### src/rtl/core/priority_counting_semaphore_core_defines.svh
// Assertion macros shared by the semaphore core RTL.
`ifndef PRIORITY_COUNTING_SEMAPHORE_CORE_DEFINES_SVH
`define PRIORITY_COUNTING_SEMAPHORE_CORE_DEFINES_SVH

// Check that cons holds in the same cycle as ante.
`define PCS_ASSERT_SAME(lbl, clk, rst, ante, cons, msg) \
  lbl: assert property (@(posedge clk) disable iff (rst) (ante) |-> (cons)) \
    else $error(msg);

// Check that cons holds in the cycle after ante.
`define PCS_ASSERT_NEXT(lbl, clk, rst, ante, cons, msg) \
  lbl: assert property (@(posedge clk) disable iff (rst) (ante) |=> (cons)) \
    else $error(msg);

`endif

### src/rtl/core/pcs_pkg.sv
// Shared types and codes for the priority counting semaphore core.
`timescale 1ns / 1ps

package pcs_pkg;

  localparam int MAX_WAITERS_DEF = 16;

  // Request codes
  localparam logic [1:0] OP_WAIT    = 2'd0;
  localparam logic [1:0] OP_TRYWAIT = 2'd1;
  localparam logic [1:0] OP_POST    = 2'd2;
  localparam logic [1:0] OP_INIT    = 2'd3;

  // Result status codes
  localparam logic [2:0] ST_ACQUIRED = 3'd0;
  localparam logic [2:0] ST_QUEUED   = 3'd1;
  localparam logic [2:0] ST_BLOCKED  = 3'd2;
  localparam logic [2:0] ST_TRYFAIL  = 3'd3;
  localparam logic [2:0] ST_BANKED   = 3'd4;
  localparam logic [2:0] ST_HANDED   = 3'd5;
  localparam logic [2:0] ST_INIT     = 3'd6;

  localparam logic [15:0] COUNT_MAX = 16'hFFFF;

  // Configuration port
  localparam int PADDR_W = 3;
  localparam logic REG_START_COUNT = 1'b0;

  // One waiter table entry
  typedef struct packed {
    logic [7:0] prio;
    logic [7:0] id;
  } entry_t;

  // Control for the shared priority compare unit
  typedef struct packed {
    logic en;
    logic first;
  } cmp_ctl_t;

endpackage

### src/rtl/core/priority_counting_semaphore_core.sv
// Priority counting semaphore: request sequencer, count and waiter bookkeeping.
//
//  channel  | dir | handshake          | payload
//  ---------+-----+--------------------+-------------------------------------------
//  s_*      | in  | s_tvalid/s_tready  | request: op, caller_valid, id, priority
//  m_*      | out | m_tvalid/m_tready  | result: status, woken, id, count, waiters
//  apb      | in  | psel/penable/pready| start count register at address 0
//
// Wait, trywait, init and a post with no waiters finish in the accept cycle; the
// result is in the output register in the next cycle. A post with n waiters then
// takes n table reads, a final compare and the slot move after the accept cycle:
// the single table read port feeds one priority compare per cycle. Reset clears
// control state only; table contents stay undefined until written. A finished
// result holds in the output register; the next request is taken once the
// sequencer is idle and that register is empty or transferring in the same cycle.
`timescale 1ns / 1ps

`include "priority_counting_semaphore_core_defines.svh"

module priority_counting_semaphore_core
  import pcs_pkg::*;
#(
  parameter int MAX_WAITERS = MAX_WAITERS_DEF
) (
  input  logic               clk,
  input  logic               rst,
  // request stream
  input  logic               s_tvalid,
  output logic               s_tready,
  input  logic [15:0]        s_tdata,   // [7:0] caller_id, [15:8] caller_priority
  input  logic [2:0]         s_tuser,   // [1:0] op, [2] caller_valid
  // result stream
  output logic               m_tvalid,
  input  logic               m_tready,
  output logic [31:0]        m_tdata,   // [7:0] woken_id, [23:8] count_now,
                                        // [28:24] waiters_now, [31:29] zero
  output logic [3:0]         m_tuser,   // [2:0] status, [3] woken_valid
  // configuration
  input  logic               psel,
  input  logic               penable,
  input  logic               pwrite,
  input  logic [PADDR_W-1:0] paddr,
  input  logic [31:0]        pwdata,
  output logic [31:0]        prdata,
  output logic               pready
);

  localparam int IDX_W = (MAX_WAITERS > 1) ? $clog2(MAX_WAITERS) : 1;
  localparam int TOT_W = $clog2(MAX_WAITERS + 1);

  localparam logic [1:0] S_IDLE = 2'd0;
  localparam logic [1:0] S_SCAN = 2'd1;
  localparam logic [1:0] S_LAST = 2'd2;
  localparam logic [1:0] S_MOVE = 2'd3;

  // Control and state registers
  logic [15:0]      start_count;
  logic [15:0]      sem_count;
  logic [15:0]      sem_count_next;
  logic [TOT_W-1:0] total;
  logic [TOT_W-1:0] total_next;
  logic [1:0]       state;
  logic [IDX_W-1:0] scan_idx;
  logic [IDX_W-1:0] cmp_idx;
  logic             cmp_pend;
  entry_t           last_entry;

  // Result register
  logic [2:0]  o_status;
  logic        o_woken_valid;
  logic [7:0]  o_woken_id;
  logic [15:0] o_count;
  logic [4:0]  o_waiters;

  // Request fields
  logic [1:0] op;
  logic       caller_valid;
  entry_t     caller_entry;

  logic             accept;
  logic             cfg_wr;
  logic             post_scan;
  logic             simple_done;
  logic [2:0]       status_next;
  logic [IDX_W-1:0] last_idx;

  // Table and compare unit signals
  logic             tbl_wr_en;
  logic [IDX_W-1:0] tbl_wr_addr;
  entry_t           tbl_wr_data;
  logic             tbl_rd_en;
  entry_t           tbl_rd_data;
  cmp_ctl_t         cmp_ctl;
  entry_t           best_entry;
  logic [IDX_W-1:0] best_idx;

  assign op                = s_tuser[1:0];
  assign caller_valid      = s_tuser[2];
  assign caller_entry.id   = s_tdata[7:0];
  assign caller_entry.prio = s_tdata[15:8];

  assign s_tready = (state == S_IDLE) && (!m_tvalid || m_tready);
  assign accept   = s_tvalid && s_tready;
  assign last_idx = IDX_W'(total - TOT_W'(1));

  // Configuration register
  assign pready = 1'b1;
  assign cfg_wr = psel && penable && pwrite && pready && (paddr[2] == REG_START_COUNT);
  assign prdata = (paddr[2] == REG_START_COUNT) ? {16'd0, start_count} : 32'd0;

  always_ff @(posedge clk) begin
    if (rst) begin
      start_count <= 16'd0;
    end else if (cfg_wr) begin
      start_count <= pwdata[15:0];
    end
  end

  // Decide each request: count, waiter total, status and whether a post scans
  always_comb begin
    sem_count_next = sem_count;
    total_next     = total;
    status_next    = ST_BLOCKED;
    post_scan      = 1'b0;
    case (op)
      OP_WAIT: begin
        if (sem_count != 16'd0) begin
          sem_count_next = sem_count - 16'd1;
          status_next    = ST_ACQUIRED;
        end else if (caller_valid && (total < TOT_W'(MAX_WAITERS))) begin
          total_next  = total + TOT_W'(1);
          status_next = ST_QUEUED;
        end else begin
          status_next = ST_BLOCKED;
        end
      end
      OP_TRYWAIT: begin
        if (sem_count != 16'd0) begin
          sem_count_next = sem_count - 16'd1;
          status_next    = ST_ACQUIRED;
        end else begin
          status_next = ST_TRYFAIL;
        end
      end
      OP_POST: begin
        if (total == TOT_W'(0)) begin
          if (sem_count != COUNT_MAX) begin
            sem_count_next = sem_count + 16'd1;
          end
          status_next = ST_BANKED;
        end else begin
          post_scan   = 1'b1;
          status_next = ST_HANDED;
        end
      end
      default: begin
        sem_count_next = start_count;
        total_next     = TOT_W'(0);
        status_next    = ST_INIT;
      end
    endcase
  end

  assign simple_done = accept && !post_scan;

  // Table write: enqueue on a queued wait, refill the vacated slot on handoff
  always_comb begin
    tbl_wr_en   = 1'b0;
    tbl_wr_addr = IDX_W'(total);
    tbl_wr_data = caller_entry;
    if (state == S_MOVE) begin
      tbl_wr_en   = 1'b1;
      tbl_wr_addr = best_idx;
      tbl_wr_data = last_entry;
    end else if (simple_done && (status_next == ST_QUEUED)) begin
      tbl_wr_en = 1'b1;
    end
  end

  assign tbl_rd_en     = (state == S_SCAN);
  assign cmp_ctl.en    = cmp_pend && ((state == S_SCAN) || (state == S_LAST));
  assign cmp_ctl.first = (cmp_idx == IDX_W'(0));

  pcs_table #(
    .DEPTH (MAX_WAITERS),
    .IDX_W (IDX_W)
  ) u_table (
    .clk     (clk),
    .wr_en   (tbl_wr_en),
    .wr_addr (tbl_wr_addr),
    .wr_data (tbl_wr_data),
    .rd_en   (tbl_rd_en),
    .rd_addr (scan_idx),
    .rd_data (tbl_rd_data)
  );

  pcs_best #(
    .IDX_W (IDX_W)
  ) u_best (
    .clk        (clk),
    .ctl        (cmp_ctl),
    .entry      (tbl_rd_data),
    .idx        (cmp_idx),
    .best_entry (best_entry),
    .best_idx   (best_idx)
  );

  // Sequencer: scan all waiters, then move the last entry into the winner's slot
  always_ff @(posedge clk) begin
    if (rst) begin
      state     <= S_IDLE;
      sem_count <= 16'd0;
      total     <= TOT_W'(0);
      cmp_pend  <= 1'b0;
    end else begin
      case (state)
        S_IDLE: begin
          if (accept) begin
            sem_count <= sem_count_next;
            total     <= total_next;
            if (post_scan) begin
              state    <= S_SCAN;
              scan_idx <= IDX_W'(0);
              cmp_pend <= 1'b0;
            end
          end
        end
        S_SCAN: begin
          cmp_pend <= 1'b1;
          cmp_idx  <= scan_idx;
          scan_idx <= scan_idx + IDX_W'(1);
          if (scan_idx == last_idx) begin
            state <= S_LAST;
          end
        end
        S_LAST: begin
          last_entry <= tbl_rd_data;
          cmp_pend   <= 1'b0;
          state      <= S_MOVE;
        end
        S_MOVE: begin
          total <= total - TOT_W'(1);
          state <= S_IDLE;
        end
        default: begin
          state <= S_IDLE;
        end
      endcase
    end
  end

  // Result register: load on completion, drop after transfer
  always_ff @(posedge clk) begin
    if (rst) begin
      m_tvalid <= 1'b0;
    end else if (simple_done || (state == S_MOVE)) begin
      m_tvalid <= 1'b1;
    end else if (m_tready) begin
      m_tvalid <= 1'b0;
    end
  end

  always_ff @(posedge clk) begin
    if (state == S_MOVE) begin
      o_status      <= ST_HANDED;
      o_woken_valid <= 1'b1;
      o_woken_id    <= best_entry.id;
      o_count       <= sem_count;
      o_waiters     <= 5'(total - TOT_W'(1));
    end else if (simple_done) begin
      o_status      <= status_next;
      o_woken_valid <= 1'b0;
      o_woken_id    <= 8'd0;
      o_count       <= sem_count_next;
      o_waiters     <= 5'(total_next);
    end
  end

  assign m_tdata = {3'd0, o_waiters, o_count, o_woken_id};
  assign m_tuser = {o_woken_valid, o_status};

  // Checks
  `PCS_ASSERT_SAME(a_total_bound, clk, rst, 1'b1, total <= TOT_W'(MAX_WAITERS), "waiter total above table depth")
  `PCS_ASSERT_SAME(a_woken_handed, clk, rst, m_tvalid && m_tuser[3], m_tuser[2:0] == ST_HANDED, "woken flag without handoff status")
  `PCS_ASSERT_NEXT(a_post_scans, clk, rst, accept && (op == OP_POST) && (total != TOT_W'(0)), state == S_SCAN, "post with waiters did not start a scan")
  `PCS_ASSERT_NEXT(a_move_result, clk, rst, state == S_MOVE, m_tvalid && (state == S_IDLE), "handoff finished without a result")

endmodule

### src/rtl/core/pcs_table.sv
// Waiter table memory: one write port, one registered read port.
`timescale 1ns / 1ps

module pcs_table
  import pcs_pkg::*;
#(
  parameter int DEPTH = MAX_WAITERS_DEF,
  parameter int IDX_W = 4
) (
  input  logic             clk,
  input  logic             wr_en,
  input  logic [IDX_W-1:0] wr_addr,
  input  entry_t           wr_data,
  input  logic             rd_en,
  input  logic [IDX_W-1:0] rd_addr,
  output entry_t           rd_data
);

  entry_t mem [DEPTH];

  // Write one entry
  always_ff @(posedge clk) begin
    if (wr_en) begin
      mem[wr_addr] <= wr_data;
    end
  end

  // Read one entry, data registered
  always_ff @(posedge clk) begin
    if (rd_en) begin
      rd_data <= mem[rd_addr];
    end
  end

endmodule

### src/rtl/core/pcs_best.sv
// Shared priority compare unit: keeps the best entry seen during a scan.
`timescale 1ns / 1ps

module pcs_best
  import pcs_pkg::*;
#(
  parameter int IDX_W = 4
) (
  input  logic             clk,
  input  cmp_ctl_t         ctl,
  input  entry_t           entry,
  input  logic [IDX_W-1:0] idx,
  output entry_t           best_entry,
  output logic [IDX_W-1:0] best_idx
);

  logic take;

  // Take the first entry, then only a strictly higher priority (ties keep lower slot)
  assign take = ctl.en && (ctl.first || (entry.prio > best_entry.prio));

  always_ff @(posedge clk) begin
    if (take) begin
      best_entry <= entry;
      best_idx   <= idx;
    end
  end

endmodule
### config.mk
export PLATFORM = sky130hd
export DESIGN_NAME = priority_counting_semaphore_core
export DESIGN_NICKNAME = d
export VERILOG_FILES = /design/src/rtl/core/pcs_pkg.sv /design/src/rtl/core/priority_counting_semaphore_core.sv /design/src/rtl/core/pcs_table.sv /design/src/rtl/core/pcs_best.sv
export VERILOG_INCLUDE_DIRS = /design/src /design/src/rtl/core
export SDC_FILE = /design/constraint.sdc
export NUM_CORES = 1
export LEC_CHECK = 0
export BUFFER_PORTS_ARGS = -buffer_cell sky130_fd_sc_hd__buf_2
export CAP_MARGIN = 20
export CORE_MARGIN = 2
export CORE_UTILIZATION = 60
export CTS_CLUSTER_DIAMETER = 30
export DETAILED_ROUTE_END_ITERATION = 10
export PLACE_DENSITY = 0.9
export SYNTH_ARGS = -nofsm -noshare
export SYNTH_HDL_FRONTEND = slang
export SYNTH_SLANG_ARGS = --single-unit
### constraint.sdc
create_clock -name clk -period 5.5 [get_ports clk]
set_input_delay 0 -clock clk [delete_from_list [all_inputs] [get_ports clk]]
set_output_delay 0 -clock clk [all_outputs]
set_load 0.005 [all_outputs]
==> flow_metrics.tcl, run 1 <==
set metrics [dict create \
    routed_wirelength_um 49000 \
    finalWorstSetupSlack_ps 1313 \
    area_growth_pct 20.10 \
    post_synth_instance_area_mm2 0.01708 \
    critPathLaunchType "flop" \
    cts.reportedPaths.clkPinSlew_ps 60 \
    die_outline_area_mm2 0.02983 \
    grt_pass1_vias 12250 \
    postRouteAntennaNets 0 \
    register_bit_total_from_synthesis 390 \
    layout.cells.most_common_list "345 x edfxtp_1, 112 x nand2_1, 93 x buf_2" \
    drc_errors 0 \
    synth_ff_type "edfxtp_1" \
    maxSlewViolCount 0 \
    total_leakage_power_nw 7.378 \
    critPathMaxStageDelay_ps 830 \
    cp.arrival_ps 4440 \
    unrepaired_setup_endpoints_after_global_routing "no" \
    placement.io_buffers 93 \
    post_synthesis_mux_area_share 0.09456 \
    place_ws_ps 1616 \
    count_of_cell_types_in_the_netlist 74 \
    routed_wire_length_per_instance_um 27.01 \
    num-nets-final 1466 \
    outcome "finished clean" \
    grt_antenna_before_repair 1 \
    pwr_density_cell_mw_per_mm2 455.1 \
    post_synth.cell_area_avg_um2 13.76 \
    highest_attainable_clock_frequency_mhz 238.8 \
    numClockSinks 390 \
    io_pins 132 \
    place_hpwl_um 25430 \
    placed_cells_incl_taps 1659 \
    buffers_inverters_on_critical_path 2 \
    clock-skew-final_ps 23.27 \
    synthTopCellsByArea "edfxtp_1 61%, dfxtp_1 5.3%, mux4_2 4.2%, mux2i_1 3.5%, nand2_1 2.5%" \
    worst-setup-path-type "flop to flop" \
    ys_async_sr_fraction 0 \
    synthesis.instances 1241 \
    setup_violations 0 \
    clock_path_buffers 3 \
    yosys.area_share.adder 0.01685 \
    cell_type_group_with_the_largest_total_delay_on_the_critical_path "simple AND/OR/NAND/NOR gates" \
    critical_path.max_fanout 10 \
    place.gp.congestion 0.9062 \
    drive_gt1_frac 0.2218 \
    netlist.top_cell.by_area "edfxtp_1" \
    cts_tree "yes" \
    crit_path_end_kind "flop" \
    synth-simple-area-share 0.09720 \
    cts-root-buf "clkbuf_16" \
    core.rowCount 61 \
    layout_worst_path_cycle_share 0.7613 \
    fp.dieW_um 172.7 \
    drt_iter0_drc 2191 \
    synth_edf_count 345 \
    synth.yosys.seq_area_share 0.6592 \
    grt_util_all_layers 0.3237 \
    synth-compound-area-share 0.09127 \
    cts-htree-levels 3 \
    worstPathRequired_ps 5750 \
    worst_vdd_ir_uv 291.0 \
    finalWorstPathRequiredPeriod_ps 4187 \
    die_y_um 172.7 \
    hold_path_class "primary input to flop" \
    timing.critical_path.slowest_stage_cell "nor2_1" \
    cts_buffers 70 \
    final_cells 1814 \
    synthXorXnorAreaFrac 0.006959 \
    core_area_mm2 0.02793 \
    final-hold-violation-count 0 \
    insertion_delay_ps 590 \
    relSlewSlack 0.3047 \
    largest_net_degree_at_the_start_of_global_routing 66 \
    layout.cells.most_common "edfxtp_1" \
    floorplan.initialDensity 0.6115 \
    critical_path.cell_chain "inv_1 -> ha_1 -> or3b_2 -> or4_4 -> nor2_2 -> a32o_1 -> nand2_1 -> nor2_1 -> buf_4" \
    tns_ps 0 \
    area_of_all_placed_cells_without_fillers_mm2 0.02051 \
    whs_ps 9.946 \
    detailroute.via_count 12280 \
    pre_antenna_drt_iters 8 \
    yosys.area.top_type_share 0.6065 \
    globalRouteOverflowTotal 0 \
    synthesis.yosys.warnings 0 \
    max-cap-violations 0 \
    grt_pass1_wl_um 73220 \
    postPlaceCellArea_mm2 0.01785 \
    drt-vias-per-instance 6.768 \
    synth_top_family_by_area "simple AND/OR/NAND/NOR gates" \
    worst-slew-pin-transition_ps 1039 \
]
-- cells by family after synthesis --
| kind of cell | count (synthesis) |
|---|---|
| DFF | 390 |
| and+or+nand+nor | 330 |
| AOI/OAI and AO/OA | 242 |
| buffers and inverters | 124 |
| muxes | 118 |
| adders and majority gates | 23 |
| xor gates and xnor gates | 12 |
| other | 2 |
-- layer usage --
| metal | track usage | up-vias | wire (um) |
|---|---|---|---|
| met5 | 0 | - | 0 |
| met4 | 0.1663 | 0 | 2679 |
| met3 | 0.07806 | 247 | 5727 |
| met2 | 0.5239 | 1096 | 23770 |
| met1 | 0.4108 | 5906 | 16820 |
| li1 | - | 5028 | - |
-- synthesized netlist by cell type (9+ instances only) --
| cell | instances |
|---|---|
| nor3_1 | 24 |
| dfxtp_1 | 45 |
| nand2_1 | 112 |
| a221oi_1 | 18 |
| mux4_2 | 32 |
| and2_1 | 18 |
| inv_1 | 24 |
| mux2_2 | 27 |
| nor2_1 | 58 |
| ha_1 | 23 |
| nor4_1 | 16 |
| nand3_1 | 16 |
| edfxtp_1 | 345 |
| o21ai_0 | 72 |
| nor2b_1 | 24 |
| buf_4 | 21 |
| mux2i_1 | 59 |
| or4_1 | 10 |
| a22oi_1 | 20 |
| nand4_1 | 9 |
| and3_1 | 9 |
| a21oi_1 | 60 |
| clkbuf_1 | 67 |
| a31oi_1 | 14 |
-- per-stage QoR --
stage	total power [mW]	util
2_1_floorplan	4.587	-
3_3_place_gp	4.931	0.6389
3_5_place_dp	4.987	0.6389
4_1_cts	9.256	0.7317
5_1_grt	9.576	0.7343
6_report	9.337	0.7344
-- layout make-up --
| class | count | area [um2] |
|---|---|---|
| antenna | 2 | 5.005 |
| clock buffer | 78 | 1812 |
| clock inverter | 46 | 520.5 |
| fill | 1543 | 7420 |
| inverter | 26 | 97.59 |
| multi-input combinational | 745 | 5335 |
| sequential | 390 | 11260 |
| tap | 378 | 473.0 |
| timing repair buffer | 149 | 1011 |
-- flip-flops by register name, summed over array words and instances (netlist names) --
name and flops:
cmp_idx 4, o_woken_valid 1, scan_idx 4, o_waiters 5, total 5, sem_count 16, u_table.rd_data 16, u_best.best_idx 4
o_woken_id 8, cmp_pend 1, o_status 3, o_count 16, start_count 16, m_tvalid 1, last_entry 16, u_table.mem 256
u_best.best_entry 16, state 2
-- power breakdown --
group          internal [mW]  switching [mW]  leakage, nW
Combinational          0.566           0.899         2.76
Clock                   2.63            1.62         1.12
Sequential              3.45           0.169         3.50
Total                   6.65            2.69         7.38
-- timing repair --
| action | 4_1_cts | 5_1_grt |
|---|---|---|
| resized for setup | 0 | 0 |
| setup buffers | 0 | 0 |
| endpoints found under the hold margin | 135 | 0 |
| hold buffers | 26 | 0 |
-- worst paths after layout --
kind | start | end | slack [ps] | cells after the start
setup / recovery | sem_count[0]$_SDFFE_PP0P_ | u_table.mem[0][3]$_DFFE_PP_ | 1310 | 9
setup reg to reg | sem_count[0]$_SDFFE_PP0P_ | u_table.mem[0][3]$_DFFE_PP_ | 1310 | 9
hold / removal | s_tdata[4] | u_table.mem[15][4]$_DFFE_PP_ | 10 | 2
hold reg to reg | u_table.rd_data[0]$_DFFE_PP_ | u_best.best_entry[0]$_DFFE_PP_ | 440 | 0
-- worst register-to-register path: stages, from the launching register on --
cell     delay, ps
dfxtp_1        370
inv_1          170
ha_1           220
or3b_2         550
or4_4          630
nor2_2         240
a32o_1         250
nand2_1        150
nor2_1         830
buf_4          420
Power figures use the tool's default switching activity.
==> run 2: changes to the inputs <==
--- a/config.mk
+++ b/config.mk
@@ -6,13 +6,14 @@
 export SDC_FILE = /design/constraint.sdc
 export NUM_CORES = 1
 export LEC_CHECK = 0
+export ABC_AREA = 1
 export BUFFER_PORTS_ARGS = -buffer_cell sky130_fd_sc_hd__buf_2
 export CAP_MARGIN = 20
 export CORE_MARGIN = 2
-export CORE_UTILIZATION = 60
+export CORE_UTILIZATION = 54
 export CTS_CLUSTER_DIAMETER = 30
 export DETAILED_ROUTE_END_ITERATION = 10
-export PLACE_DENSITY = 0.9
+export PLACE_DENSITY = 0.86
 export SYNTH_ARGS = -nofsm -noshare
 export SYNTH_HDL_FRONTEND = slang
 export SYNTH_SLANG_ARGS = --single-unit
==> constraint.sdc (replaced) <==
create_clock -name clk -period 3.8 [get_ports clk]
set_input_delay 0 -clock clk [delete_from_list [all_inputs] [get_ports clk]]
set_output_delay 0 -clock clk [all_outputs]
set_load 0.005 [all_outputs]
==> flow_metrics.tcl, run 2 <==
set metrics [dict create \
    floorplan.initialDensity 0.5482 \
    critical_path.max_fanout 12 \
    insertion_delay_ps 590 \
    numClockSinks 390 \
    final-hold-violation-count 0 \
    cts-root-buf "clkbuf_16" \
    layout.cells.most_common "nand2_1" \
    io_pins 132 \
    layout.cells.most_common_list "352 x nand2_1, 345 x edfxtp_1, 159 x o21ai_0" \
    maxSlewViolCount 0 \
    power_frac_clock 0.451 \
    grt_antenna_before_repair 3 \
    highest_attainable_clock_frequency_mhz 317.5 \
    routed_wire_length_per_instance_um 22.53 \
    tns_ps 0 \
    register_bit_total_from_synthesis 390 \
    cts-resized-gates 0 \
    commonest_cells_in_the_synthesized_netlist "352 x nand2_1, 345 x edfxtp_1, 159 x o21ai_0" \
    multiInputGateArea_mm2 0.005092 \
    regArea_mm2 0.01126 \
    synthesis.instances 1631 \
    detailroute.wirelength.met3_um 6640 \
    cts.reportedPaths.clkPinSlew_ps 50 \
    synthesis.yosys.warnings 0 \
    p_total_mw 13.98 \
    critPathLaunchType "flop" \
    num-nets-final 1841 \
    area_growth_pct 20.20 \
    netlist.top_cell.by_area "edfxtp_1" \
    detailroute.via_count 13830 \
    clock_path_buffers 3 \
    routed_wirelength_um 49900 \
    cts_tree "yes" \
    place.gp.congestion 0.8997 \
    total_leakage_power_nw 8.069 \
    die_outline_area_mm2 0.03340 \
    placed_cells_incl_taps 2069 \
    cts-htree-levels 3 \
    outcome "finished clean" \
    final_cells 2215 \
    wl_met1_um 16680 \
    ys_async_sr_fraction 0 \
    sw_frac_of_total 0.3032 \
    drt-vias-per-instance 6.242 \
    drc_errors 0 \
    finalWorstPathRequiredPeriod_ps 3149 \
    cts_buffers 68 \
    synthTopCellsByArea "edfxtp_1 60%, nand2_1 7.7%, dfxtp_1 5.2%, o21ai_0 4.6%, nor2_1 3.2%" \
    drt_iter0_drc 1937 \
    largest_register "u_table.mem" \
    synth_edf_count 345 \
    final.fill_count 2022 \
    max-cap-violations 0 \
    largest_net_degree_at_the_start_of_global_routing 134 \
    power.share.sequential 0.378 \
    cp.arrival_ps 3420 \
    worst-setup-path-type "flop to flop" \
    synth_ff_type "edfxtp_1" \
    fp.dieW_um 182.8 \
    post_synth.cell_area_avg_um2 10.58 \
    unrepaired_setup_endpoints_after_global_routing "no" \
    grt_pass1_wl_um 75100 \
    core.rowCount 65 \
    combPwrFrac 0.170 \
    post-synth-top-count-cell "nand2_1" \
    post_synth_instance_area_mm2 0.01725 \
    die_y_um 182.8 \
    largest_register_ffs 256 \
    yosys.area.top_type_share 0.6004 \
    globalRouteOverflowTotal 0 \
    relSlewSlack 0.4234 \
    hold_path_class "primary input to flop" \
    internal-power_mw 9.739 \
    postRouteAntennaNets 0 \
    core_area_mm2 0.03147 \
    clock-skew-final_ps 37.31 \
    worstPathRequired_ps 4070 \
    setup_violations 0 \
    drive_gt1_frac 0.1573 \
    worst_vdd_ir_uv 380.3 \
    grt_util_all_layers 0.2957 \
    power.switching_mw 4.238 \
    placement.io_buffers 93 \
    place_hpwl_um 28290 \
    layout_worst_path_cycle_share 0.8288 \
    count_of_cell_types_in_the_netlist 39 \
    pwr_density_cell_mw_per_mm2 673.9 \
    worst-slew-pin-transition_ps 864.0 \
    route.top_layer_used "met5" \
    pre_antenna_drt_iters 6 \
    met2RoutedLength_um 23850 \
    crit_path_end_kind "flop" \
    synth.yosys.seq_area_share 0.6526 \
    grt_pass1_vias 13460 \
]
==> run 2: metal layers <==
metal,global-route usage,vias to the layer above
met5,0,-
met1,0.3509,6386
met4,0.1648,4
met2,0.4920,1258
met3,0.07883,242
li1,-,5937
==> run 2: critical path, cell delays in order, from the launching register on <==
cell	delay, ps
dfxtp_1	540
inv_1	180
ha_1	270
inv_1	60
nor2_1	30
nand2_1	110
nor2_4	50
nand2_4	100
nor2_4	50
nand2_1	60
nand2_1	130
o21ai_4	240
nand3_1	180
nor2_1	620
buf_12	240
==> run 2: final cells by class <==
| cell class | count | area share |
|---|---|---|
| antenna | 1 | 0.0001207 |
| sequential | 390 | 0.5430 |
| timing repair buffer | 151 | 0.05031 |
| clock inverter | 47 | 0.02908 |
| inverter | 115 | 0.02087 |
| multi-input combinational | 1031 | 0.2455 |
| tap | 402 | 0.02425 |
| clock buffer | 78 | 0.08687 |
==> run 2: cell families (layout without fill, tap and decap cells) <==
family | after synthesis | in the layout | synth area share
AND/OR/NAND/NOR | 664 | 664 | 0.1652
buffers and inverters | 228 | 391 | 0.05772
XOR/XNOR | 14 | 14 | 0.007107
flip-flops | 390 | 390 | 0.6526
adder cells (fa/ha/maj) | 23 | 23 | 0.01668
other | 2 | 21 | 0.0004353
AO/OA/AOI/OAI | 310 | 310 | 0.1002
==> run 2: worst paths after layout <==
path / startpoint / end / slack, ps / cells after the start
min: s_tvalid / o_status[2]$_SDFFE_PP1P_ / 30 / 4
max reg2reg: sem_count[0]$_SDFFE_PP0P_ / u_table.mem[2][9]$_DFFE_PP_ / 650 / 14
max: sem_count[0]$_SDFFE_PP0P_ / u_table.mem[2][9]$_DFFE_PP_ / 650 / 14
min reg2reg: u_table.rd_data[3]$_DFFE_PP_ / u_best.best_entry[3]$_DFFE_PP_ / 450 / 0
==> run 2: per-stage QoR <==
| step | instance area (um2) | utilization | setup WS, ps | hold WS [ps] |
|---|---|---|---|---|
| finish | 20740 | 0.6590 | 650.6 | 28.34 |
| global route | 20740 | 0.6589 | 460.7 | 62.83 |
| CTS | 20710 | 0.6580 | 695.0 | 13.94 |
| detailed placement | 18110 | 0.5756 | 774.0 | 271.5 |
| global placement | 18110 | 0.5756 | 843.8 | 267.9 |
| floorplan | 17320 | - | 772.4 | 69.07 |
==> run 2: what timing repair did <==
item                                   CTS  global route
endpoints found under the hold margin   24             0
buffers inserted                         0             0
hold buffers                            19             0
==> run 2: power groups by stage <==
stage | sequential [mW] | clock, mW | combinational [mW]
global placement | 5.32 | 0 | 2.13
finish | 5.29 | 6.31 | 2.38
floorplan | 5.21 | 0 | 1.65
detailed placement | 5.35 | 0 | 2.22
CTS | 5.27 | 6.32 | 2.31
global route | 5.30 | 6.52 | 2.59
